==> config.mk <==
export PLATFORM = sky130hd
export DESIGN_NAME = packed_symbol_text_decoder_top
export DESIGN_NICKNAME = d
export VERILOG_FILES = /design/src/pstd_pkg.sv /design/src/pstd_ctrl.sv /design/src/pstd_dp.sv /design/src/packed_symbol_text_decoder_top.sv
export SDC_FILE = /design/constraint.sdc
export NUM_CORES = 1
export LEC_CHECK = 0
export ABC_AREA = 1
export CAP_MARGIN = 15
export CORE_MARGIN = 2
export CORE_UTILIZATION = 29
export DETAILED_ROUTE_END_ITERATION = 8
export DONT_BUFFER_PORTS = 1
export GPL_TIMING_DRIVEN = 0
export PLACE_DENSITY = 0.47
export SKIP_CTS_REPAIR_TIMING = 1
export SLEW_MARGIN = 5
export SYNTH_ARGS = -nofsm -noshare
export SYNTH_HDL_FRONTEND = slang
export SYNTH_SLANG_ARGS = --single-unit
==> constraint.sdc <==
create_clock -name clk -period 4.1 [get_ports clk]
set_clock_uncertainty 0.15 [all_clocks]
set_input_delay 0.615 -clock clk [delete_from_list [all_inputs] [get_ports clk]]
set_output_delay 0.615 -clock clk [all_outputs]
set_load 0.01 [all_outputs]
==> src/pstd_pkg.sv <==
// ----------------------------------------------------------------------------
// pstd_pkg
// Shared types, register map and alphabet lookup for the packed symbol
// text decoder.
// ----------------------------------------------------------------------------
package pstd_pkg;

	// register byte addresses (index = paddr[2])
	localparam logic REG_SYMBOL_BITS = 1'b0;
	localparam logic REG_CHAR_OFFSET = 1'b1;

	localparam logic [4:0]  SYMBOL_BITS_RST = 5'd8;
	localparam logic [15:0] CHAR_OFFSET_RST = 16'd0;
	localparam logic [15:0] ALPHABET_SIZE   = 16'd31;

	typedef struct packed {
		logic [7:0] data_byte;
		logic       last_byte;
	} in_item_t;

	typedef struct packed {
		logic [15:0] char_code;
		logic        run_last;
		logic        string_end;
	} out_item_t;

	// controller -> datapath
	typedef struct packed {
		logic load;     // append the accepted byte
		logic emit;     // take one symbol into the output register
		logic cap;      // this symbol is the eighth of the item
		logic clear;    // drop leftover bits at end of string
	} dp_cmd_t;

	// datapath -> controller
	typedef struct packed {
		logic sym_avail;
		logic out_run_last;
		logic last_item;
	} dp_sts_t;

	// symbols 1..31 map to the fixed alphabet, symbol 0 to null
	function automatic logic [15:0] alpha_char(input logic [4:0] sym);
		logic [15:0] c;
		unique case (sym)
			5'd1:  c = 16'h0030; // 0
			5'd2:  c = 16'h0031; // 1
			5'd3:  c = 16'h0032; // 2
			5'd4:  c = 16'h0033; // 3
			5'd5:  c = 16'h0034; // 4
			5'd6:  c = 16'h0035; // 5
			5'd7:  c = 16'h0036; // 6
			5'd8:  c = 16'h0073; // s
			5'd9:  c = 16'h0074; // t
			5'd10: c = 16'h0072; // r
			5'd11: c = 16'h006E; // n
			5'd12: c = 16'h0075; // u
			5'd13: c = 16'h006D; // m
			5'd14: c = 16'h0028; // (
			5'd15: c = 16'h0029; // )
			5'd16: c = 16'h005B; // [
			5'd17: c = 16'h005D; // ]
			5'd18: c = 16'h003C; // <
			5'd19: c = 16'h003E; // >
			5'd20: c = 16'h0025; // %
			5'd21: c = 16'h0023; // #
			5'd22: c = 16'h002F; // /
			5'd23: c = 16'h003A; // :
			5'd24: c = 16'h002D; // -
			5'd25: c = 16'h0027; // apostrophe
			5'd26: c = 16'h0022; // double quote
			5'd27: c = 16'h0020; // space
			5'd28: c = 16'h002C; // ,
			5'd29: c = 16'h002E; // .
			5'd30: c = 16'h0021; // !
			5'd31: c = 16'h000A; // newline
			default: c = 16'h0000;
		endcase
		return c;
	endfunction

endpackage

==> src/pstd_ctrl.sv <==
// ----------------------------------------------------------------------------
// pstd_ctrl
// Sequencer: accepts one byte, then pulls symbols out one at a time into
// the output register until the accumulator runs short or the eighth symbol is out.
// ----------------------------------------------------------------------------
module pstd_ctrl (
	input  logic               clk,
	input  logic               arst_n,
	input  logic               in_valid,
	output logic               in_stall,
	output logic               out_valid,
	input  logic               out_stall,
	output pstd_pkg::dp_cmd_t  cmd,
	input  pstd_pkg::dp_sts_t  sts
);

	typedef enum logic [1:0] {
		S_IDLE,
		S_SCAN,
		S_OUT
	} state_t;

	state_t     state_q;
	logic [2:0] n_q;

	assign in_stall  = (state_q != S_IDLE);
	assign out_valid = (state_q == S_OUT);

	always_comb begin
		cmd = '0;
		unique case (state_q)
			S_IDLE: begin
				cmd.load = in_valid;
			end
			S_SCAN: begin
				cmd.emit  = sts.sym_avail;
				cmd.cap   = (n_q == 3'd7);
				cmd.clear = !sts.sym_avail && sts.last_item;
			end
			S_OUT: begin
				if (!out_stall) begin
					cmd.emit  = !sts.out_run_last;
					cmd.cap   = (n_q == 3'd7);
					cmd.clear = sts.out_run_last && sts.last_item;
				end
			end
			default: cmd = '0;
		endcase
	end

	always_ff @(posedge clk or negedge arst_n) begin
		if (!arst_n) begin
			state_q <= S_IDLE;
			n_q     <= '0;
		end else begin
			unique case (state_q)
				S_IDLE: begin
					if (in_valid) begin
						state_q <= S_SCAN;
						n_q     <= '0;
					end
				end
				S_SCAN: begin
					if (sts.sym_avail) begin
						state_q <= S_OUT;
						n_q     <= n_q + 3'd1;
					end else begin
						state_q <= S_IDLE;
					end
				end
				S_OUT: begin
					if (!out_stall) begin
						if (sts.out_run_last) begin
							state_q <= S_IDLE;
						end else begin
							n_q <= n_q + 3'd1;
						end
					end
				end
				default: state_q <= S_IDLE;
			endcase
		end
	end

endmodule

==> src/pstd_dp.sv <==
// ----------------------------------------------------------------------------
// pstd_dp
// Bit accumulator, symbol extraction, character mapping and output
// register.
// ----------------------------------------------------------------------------
module pstd_dp #(
	parameter int MAX_SYMBOL_BITS = 16
) (
	input  logic                clk,
	input  logic                arst_n,
	input  pstd_pkg::dp_cmd_t   cmd,
	output pstd_pkg::dp_sts_t   sts,
	input  pstd_pkg::in_item_t  in_item,
	input  logic [4:0]          symbol_bits,
	input  logic [15:0]         char_offset,
	output pstd_pkg::out_item_t out_item
);

	localparam int SW = MAX_SYMBOL_BITS + 7;          // store width
	localparam int CW = $clog2(MAX_SYMBOL_BITS + 8);  // count width

	logic [SW-1:0]              store_q;
	logic [CW-1:0]              count_q;
	logic                       last_q;
	pstd_pkg::out_item_t        out_q;

	logic [CW-1:0]              w_eff;
	logic [CW-1:0]              cnt_clamp;
	logic [CW-1:0]              nxt_count;
	logic [MAX_SYMBOL_BITS-1:0] sym_mask;
	logic [MAX_SYMBOL_BITS-1:0] sym;
	logic [15:0]                sym16;
	logic [15:0]                char_val;
	logic                       run_last;

	// clamp the configured width to 1..MAX_SYMBOL_BITS
	always_comb begin
		if (symbol_bits == 5'd0) begin
			w_eff = CW'(1);
		end else if (symbol_bits > 5'(MAX_SYMBOL_BITS)) begin
			w_eff = CW'(MAX_SYMBOL_BITS);
		end else begin
			w_eff = CW'(symbol_bits);
		end
	end

	assign cnt_clamp = (count_q > CW'(MAX_SYMBOL_BITS - 1)) ?
		CW'(MAX_SYMBOL_BITS - 1) : count_q;
	assign nxt_count = count_q - w_eff;
	assign sym_mask  = ~({MAX_SYMBOL_BITS{1'b1}} << w_eff);
	assign sym       = store_q[MAX_SYMBOL_BITS-1:0] & sym_mask;
	assign sym16     = 16'(sym);
	assign char_val  = (sym16 <= pstd_pkg::ALPHABET_SIZE) ?
		pstd_pkg::alpha_char(sym16[4:0]) :
		16'(sym16 + char_offset - pstd_pkg::ALPHABET_SIZE);
	assign run_last  = (nxt_count < w_eff) || cmd.cap;

	assign sts.sym_avail    = (count_q >= w_eff);
	assign sts.out_run_last = out_q.run_last;
	assign sts.last_item    = last_q;
	assign out_item         = out_q;

	always_ff @(posedge clk or negedge arst_n) begin
		if (!arst_n) begin
			store_q <= '0;
			count_q <= '0;
			last_q  <= 1'b0;
		end else if (cmd.load) begin
			store_q <= store_q | (SW'(in_item.data_byte) << cnt_clamp);
			count_q <= cnt_clamp + CW'(8);
			last_q  <= in_item.last_byte;
		end else if (cmd.emit) begin
			store_q <= store_q >> w_eff;
			count_q <= nxt_count;
		end else if (cmd.clear) begin
			store_q <= '0;
			count_q <= '0;
		end
	end

	always_ff @(posedge clk) begin
		if (cmd.emit) begin
			out_q.char_code  <= char_val;
			out_q.run_last   <= run_last;
			out_q.string_end <= run_last && last_q;
		end
	end

endmodule

==> src/packed_symbol_text_decoder_top.sv <==
// ----------------------------------------------------------------------------
// packed_symbol_text_decoder_top
// Unpacks bytes of a string into fixed-width symbols and maps each symbol
// to a 16-bit character.
// ----------------------------------------------------------------------------
// timing: the first character of an item is on offer once the sequencer's scan
//   step after the byte's acceptance is done; further characters follow one per
//   cycle while out_stall is low. A new byte is taken only after every character
//   of the previous one is taken and the sequencer, through its scan step, has
//   returned to idle
// reset: arst_n clears the bit accumulator and sequencer, symbol_bits = 8,
//   char_offset = 0
// ----------------------------------------------------------------------------
module packed_symbol_text_decoder_top #(
	parameter int MAX_SYMBOL_BITS = 16
) (
	input  logic                clk,
	input  logic                arst_n,
	// byte input channel
	input  logic                in_valid,
	output logic                in_stall,
	input  pstd_pkg::in_item_t  in_data,
	// character output channel
	output logic                out_valid,
	input  logic                out_stall,
	output pstd_pkg::out_item_t out_data,
	// register port
	input  logic                psel,
	input  logic                penable,
	input  logic                pwrite,
	input  logic [2:0]          paddr,
	input  logic [31:0]         pwdata,
	output logic [31:0]         prdata,
	output logic                pready
);

	logic [4:0]        symbol_bits_q;
	logic [15:0]       char_offset_q;
	logic              reg_wr;
	logic              reg_idx;
	pstd_pkg::dp_cmd_t cmd;
	pstd_pkg::dp_sts_t sts;

	// register file: symbol width at 0x0, character offset at 0x4
	assign pready  = 1'b1;
	assign reg_idx = paddr[2];
	assign reg_wr  = psel && penable && pwrite && pready;

	always_ff @(posedge clk or negedge arst_n) begin
		if (!arst_n) begin
			symbol_bits_q <= pstd_pkg::SYMBOL_BITS_RST;
			char_offset_q <= pstd_pkg::CHAR_OFFSET_RST;
		end else if (reg_wr) begin
			unique case (reg_idx)
				pstd_pkg::REG_SYMBOL_BITS: symbol_bits_q <= pwdata[4:0];
				pstd_pkg::REG_CHAR_OFFSET: char_offset_q <= pwdata[15:0];
				default: ;
			endcase
		end
	end

	// read back the raw register values
	always_comb begin
		unique case (reg_idx)
			pstd_pkg::REG_SYMBOL_BITS: prdata = 32'(symbol_bits_q);
			pstd_pkg::REG_CHAR_OFFSET: prdata = 32'(char_offset_q);
			default:                   prdata = '0;
		endcase
	end

	// sequencer: one byte in, then one symbol per cycle out while out_stall is low
	pstd_ctrl u_ctrl (
		.clk       (clk),
		.arst_n    (arst_n),
		.in_valid  (in_valid),
		.in_stall  (in_stall),
		.out_valid (out_valid),
		.out_stall (out_stall),
		.cmd       (cmd),
		.sts       (sts)
	);

	// accumulator, symbol mapping and output register
	pstd_dp #(
		.MAX_SYMBOL_BITS (MAX_SYMBOL_BITS)
	) u_dp (
		.clk         (clk),
		.arst_n      (arst_n),
		.cmd         (cmd),
		.sts         (sts),
		.in_item     (in_data),
		.symbol_bits (symbol_bits_q),
		.char_offset (char_offset_q),
		.out_item    (out_data)
	);

	// no byte is taken while a character is on offer
	a_busy_while_out: assert property (@(posedge clk) disable iff (!arst_n)
		out_valid |-> in_stall)
		else $error("byte input open while a character is pending");

	// end of string is only flagged on the last character of a byte
	a_end_is_run_last: assert property (@(posedge clk) disable iff (!arst_n)
		(out_valid && out_data.string_end) |-> out_data.run_last)
		else $error("string_end without run_last");

	// the last character of a byte closes the output burst
	a_burst_ends: assert property (@(posedge clk) disable iff (!arst_n)
		(out_valid && !out_stall && out_data.run_last) |=> !out_valid)
		else $error("character offered after the last one of a byte");

	// an accepted byte is scanned before any character appears
	a_scan_first: assert property (@(posedge clk) disable iff (!arst_n)
		(in_valid && !in_stall) |=> (!out_valid && in_stall))
		else $error("no scan cycle after byte accept");

endmodule

# After elaboration in Yosys (flattened, before gate mapping)
# Memory sizes are Yosys's and may differ from the RTL's.
# Cells that the tools add are included.
[totals]
regBits = 73
rom_bits = 224
memories = 1
word_cells = 77
in_bits = 51
[memory_table]
columns = ["name", "words", "word_bits", "read_ports", "rd_clocked_by_memory_dff", "wr", "line", "source"]
rows = [
  ["(name not given)", 32, 7, 1, 0, 0, "pstd_pkg.sv:45", "unique case (sym)"],
]
[op_classes]
shift = 3
n_eq_ne = 8
n_reduce_logical = 17
n_lt_le_gt_ge = 5
bitwise_logic = 4
addsub = 5
n_mux = 24
[ops]
columns = ["cell", "count"]
rows = [
  ["23-bit two-way mux", 3],
  ["32-bit one-hot mux with 2 select lines", 1],
  ["5-bit two-way mux", 6],
  ["23-bit OR", 1],
  ["8-bit by 5-bit << shifter with 23-bit output", 1],
  ["23-bit by 5-bit >> shifter with 23-bit output", 1],
  ["16-bit adder", 1],
  ["16-bit AND", 1],
  ["16-bit by 5-bit less-or-equal comparator with 1-bit output, second input constant", 1],
  ["16-bit two-way mux", 1],
  ["16-bit inverter", 1],
  ["16-bit by 5-bit << shifter with 16-bit output, first input constant", 1],
  ["16-bit by 5-bit subtractor with 16-bit output, second input constant", 1],
  ["3-bit two-way mux", 5],
  ["3-bit one-hot mux with 3 select lines", 1],
  ["2-bit two-way mux", 4],
  ["2-bit != test, second input constant", 3],
  ["2-bit one-hot mux with 3 select lines", 1],
  ["3-bit one-hot mux with 2 select lines", 1],
  ["3-bit nonzero test", 2],
  ["5-bit by 4-bit adder with 5-bit output, second input constant", 1],
  ["5-bit greater-or-equal comparator", 1],
  ["5-bit by 4-bit greater-than comparator with 1-bit output, second input constant", 1],
  ["5-bit greater-than comparator, second input constant", 1],
  ["18 further kinds", 25],
]

# Longest topological paths before layout
[depth]
depth_word = 10
depth_mapped = 20
ltp_nobuf = 20

# Modules after synthesis
# Synthesis repeated with hierarchy kept, for this count alone.
[hier_totals]
cells_unflattened = 1099
hier_area_um2 = 7164.4
[modules_own_cells]
columns = ["module", "area_per_inst_um2", "seq_area_each_um2", "n_inst", "cells_per_inst"]
rows = [
  ["pstd_dp", 5501.5, 1266.2, 1, 882],
  ["packed_symbol_text_decoder_top", 1193.6, 526.8, 1, 154],
  ["pstd_ctrl", 469.2, 125.1, 1, 63],
]

# Worst setup path after synthesis
# Ideal clock, no wire load.
[synth_path]
kind = "flip-flop to flip-flop"
startpoint = "reg symbol_bits_q[3]"
endpoint = "reg u_dp.out_q, in the netlist u_dp.out_item[13], data pin"
path_buffers = 0
setup_slack_ns = 0.968
path_stages_with_launch = 20
arrival_time_ns = 2.729
t_required_ns = 3.697
path_cell_list = "dfstp_2 > nor2_4 > nand2_2 > nand2_4 > nand2_4 > nand2_1 > nand2_1 > nand3_1 > nand2_2 > inv_2 > ha_1 > ha_1 > a21oi_1 > nand2_1 > a21boi_0 > o21ai_0 > nand2_1 > nand2_1 > nor2_1 > nor2_1"
[synth_via]
elab_chain_cells = 9
[synth_lines]
columns = ["item", "line", "source"]
rows = [
  ["from (decl)", "packed_symbol_text_decoder_top.sv:37", "logic [4:0] symbol_bits_q;"],
  ["from (signal assigned)", "packed_symbol_text_decoder_top.sv:51", "symbol_bits_q <= pstd_pkg::SYMBOL_BITS_RST;"],
  ["from (signal assigned)", "packed_symbol_text_decoder_top.sv:55", "pstd_pkg::REG_SYMBOL_BITS: symbol_bits_q <= pwdata[4:0];"],
  ["5-bit greater-than comparator", "pstd_dp.sv:40", "end else if (symbol_bits > 5'(MAX_SYMBOL_BITS)) begin"],
  ["5-bit two-way mux", "pstd_dp.sv:40", ""],
  ["5-bit two-way mux *", "pstd_dp.sv:38", "if (symbol_bits == 5'd0) begin"],
  ["16-bit by 5-bit << shifter with 16-bit output *", "pstd_dp.sv:50", "assign sym_mask = ~({MAX_SYMBOL_BITS{1'b1}} << w_eff);"],
  ["16-bit inverter *", "pstd_dp.sv:50", ""],
  ["16-bit AND *", "pstd_dp.sv:51", "assign sym = store_q[MAX_SYMBOL_BITS-1:0] & sym_mask;"],
  ["16-bit adder", "pstd_dp.sv:55", "16'(sym16 + char_offset - pstd_pkg::ALPHABET_SIZE);"],
  ["16-bit by 5-bit subtractor with 16-bit output", "pstd_dp.sv:55", ""],
  ["16-bit two-way mux *", "pstd_dp.sv:53", "assign char_val = (sym16 <= pstd_pkg::ALPHABET_SIZE) ?"],
  ["to (decl)", "pstd_dp.sv:25", "pstd_pkg::out_item_t out_q;"],
]
# Every way passes the cells marked *; elsewhere a longest branch is shown, timed or not.
# A chain may end at the register's enable or synchronous reset.

# Worst setup path after layout
# Same ends and word-level chain as after synthesis.

==> results_dict.tcl <==
set metrics [dict create \
    initial_core_util_pct 29.3 \
    numCtsBuffers 9 \
    async_flop_share_pct 75.3 \
    syn2layout_area_growth_pct 12.3 \
    drv_slew 0 \
    netlist-cell-type-count 47 \
    antenna_found_initial 0 \
    crit_type "flop to flop" \
    holdWs_ps 223 \
    critPathArrivalTime_ps 3710 \
    syn_area_per_cell_um2 6.58 \
    power_density_mw_per_mm2 836 \
    place.port_buffers 0 \
    ys_top_cells_by_count "nand2_1, nand3_1, inv_1, nor2_1, o21ai_0" \
    coreArea_mm2 0.0233 \
    maxCapViolCount 0 \
    fin_nets 1165 \
    worst_pin_slew_ps 769 \
    antenna_cells 0 \
    post-place-ws_ps 313 \
    syn-cell-area_mm2 0.00681 \
    rsz0062_at_grt "false" \
    fp.dieH_um 157 \
    numClockSinks 73 \
    vias 6836 \
    wl_met1_mm 10.6 \
    slew_headroom_pct 48.7 \
    yosys_most_used_dff "dfrtp_1" \
    fmax_mhz 267 \
    routed.top_layer "met4" \
    gp_congestion 0.899 \
    nFillCells 2627 \
    routed_wl_mm 23.0 \
    yosys_warnings 0 \
    grt_max_degree 56 \
    drc 0 \
    clk_pin_slew_ps 70 \
    grt-ovfl-total 0 \
    dp_hpwl_mm 18.0 \
    period_share_pct 91.2 \
    fin_ws_ps 359 \
    tns_ps 0 \
    cts_buffer_depth 2 \
    synth_seq_cells 73 \
    setup_viol_count_final 0 \
    die_area_mm2 0.0247 \
    htree_levels 3 \
    clkLatencyLatePin_ps 360 \
    wl_met3_mm 1.15 \
    drive_above_1_share_pct 8.24 \
    endpoint_kind "flop" \
    hold_class "input port to flop" \
    synth_most_common_cell "nand2_1" \
    drtPass1Iterations 5 \
    detail_route.wl_per_cell_um 16.6 \
    hold_violations 0 \
    status "finished clean" \
    cp-start-kind "flop" \
    num_io_pins 104 \
    ir_worst_vdd_mv 0.249 \
    min_period_ps 3740 \
    yosysSeqAreaShare_pct 28.1 \
    postRouteAntennaNets 0 \
    yosys.area.top_type "dfrtp_1" \
    cts_tree "done" \
    r2r_slack_ps 360 \
    p_leak_nw 3.87 \
    row_count 56 \
    die_x_um 157 \
    syn_inst 1035 \
    synth_area_leaders "dfrtp_1, nand2_1, nand3_1" \
    grt_pass1_vias 6634 \
    grt_pass1_wl_mm 35.8 \
    grt_usage_pct 18.9 \
    vias_per_cell 4.93 \
    cp.required_ps 4070 \
    synth_edf_count 18 \
    cts_root_buf "clkbuf_16" \
    dr.first_iter.drc_count 524 \
    synth_top_area_share_pct 19.8 \
    route.met2.wl_mm 10.9 \
    crit_fanout 11 \
]
-- metal layers --
| metal | global-route usage [%] | up-vias |
|---|---|---|
| met3 | 3.47 | 23 |
| li1 | - | 3456 |
| met5 | 0 | - |
| met1 | 24.5 | 3166 |
| met2 | 32.2 | 191 |
| met4 | 4.89 | 0 |
-- layout by cell type, fill, tap and decap left out, types with 2 or more instances in the layout --
master     instances
a21boi_0           2
a21boi_1           2
a21oi_1           50
buf_2             11
buf_4             20
buf_6              2
bufinv_16          3
clkbuf_1          15
clkbuf_16          9
clkinv_1           3
conb_1            17
dfrtp_1           54
edfxtp_1          18
fa_1               2
ha_1              49
inv_1            127
inv_2             11
nand2_1          267
nand2_2            5
nand2_4            2
nand3_1          185
nand3_2            2
nand3b_1           4
nand4_1           22
nor2_1            61
nor2_2             6
nor2_4             3
nor3_1             4
o2111ai_1          2
o211ai_1           6
o211ai_2           2
o21ai_0           56
o21ai_1            9
o31ai_1            2
or2_0              3
or2_1              3
or2_2              3
xnor2_1            3
xor2_1             8
-- cells by family (layout without fill, tap and decap cells) --
logic type	count (synthesis)	in the layout	share of synthesized area (%)
and+or+nand+nor	572	572	37.7
buffers and inverters	190	208	12.0
AOI/OAI and AO/OA	135	135	10.8
DFF	73	73	28.1
adders and majority gates	51	51	9.59
xor gates and xnor gates	11	11	1.41
other	2	17	0.110
muxes	1	1	0.165
-- path summary, 6_finish.rpt --
kind | from | endpoint | cells after the start
setup / recovery | symbol_bits_q[3] | u_dp.out_item[13] | 16
min in group asynchronous | arst_n | char_offset_q[8] | 2
hold / removal | in_data[0] | u_dp.last_q | 2
max in group asynchronous | arst_n | symbol_bits_q[3] | 2
hold reg to reg | u_ctrl.n_q[2] | u_ctrl.n_q[2] | 2
setup reg to reg | symbol_bits_q[3] | u_dp.out_item[13] | 16
-- metrics by stage --
step                cells  power, mW  util, %  area (um^2)
global route         1387       7.07     32.9         7650
global placement     1369       5.41     31.3         7270
finish               1387       6.40     32.9         7650
CTS                  1385       6.40     32.7         7620
detailed placement   1369       5.41     31.3         7270
floorplan            1050       4.32        -         6870
-- power by group --
| part | internal, mW | switching, mW |
|---|---|---|
| registers | 1.14 | 0.327 |
| clock network | 0.612 | 0.347 |
| logic | 1.30 | 2.66 |
-- registers in the layout, summed over array words and instances (netlist names) --
register and count:
char_offset_q 16, symbol_bits_q 5, u_ctrl.state_q 2, u_ctrl.n_q 3
u_dp.last_q 1, u_dp.count_q 5, u_dp.store_q 23, u_dp.out_item 18
-- area by class of cell --
cell class              count  area, um^2  share of cell area [%]
multi-input cells         787        4130                    54.0
flip-flops and latches     73        1920                    25.1
inverters                 142         536                    7.00
well taps                 319         399                    5.21
plain buffers              48         284                    3.71
clock buffers              11         243                    3.17
clock inverters             5         104                    1.36
repair buffers              2        37.5                   0.490
-- worst max-delay path: stages (launching register included) --
cell and delay [ps]:
dfstp_2 590, inv_1 100, nor2_2 330, inv_2 230, nand3_1 150, nand2_2 130, inv_2 150, ha_1 250
ha_1 360, a21oi_1 160, nand2_1 140, a21boi_1 280, o21ai_0 180, nand2_1 90, nand2_1 70, nor2_1 90
nor2_1 50
Note: power is estimated with default switching activity, not from simulation.
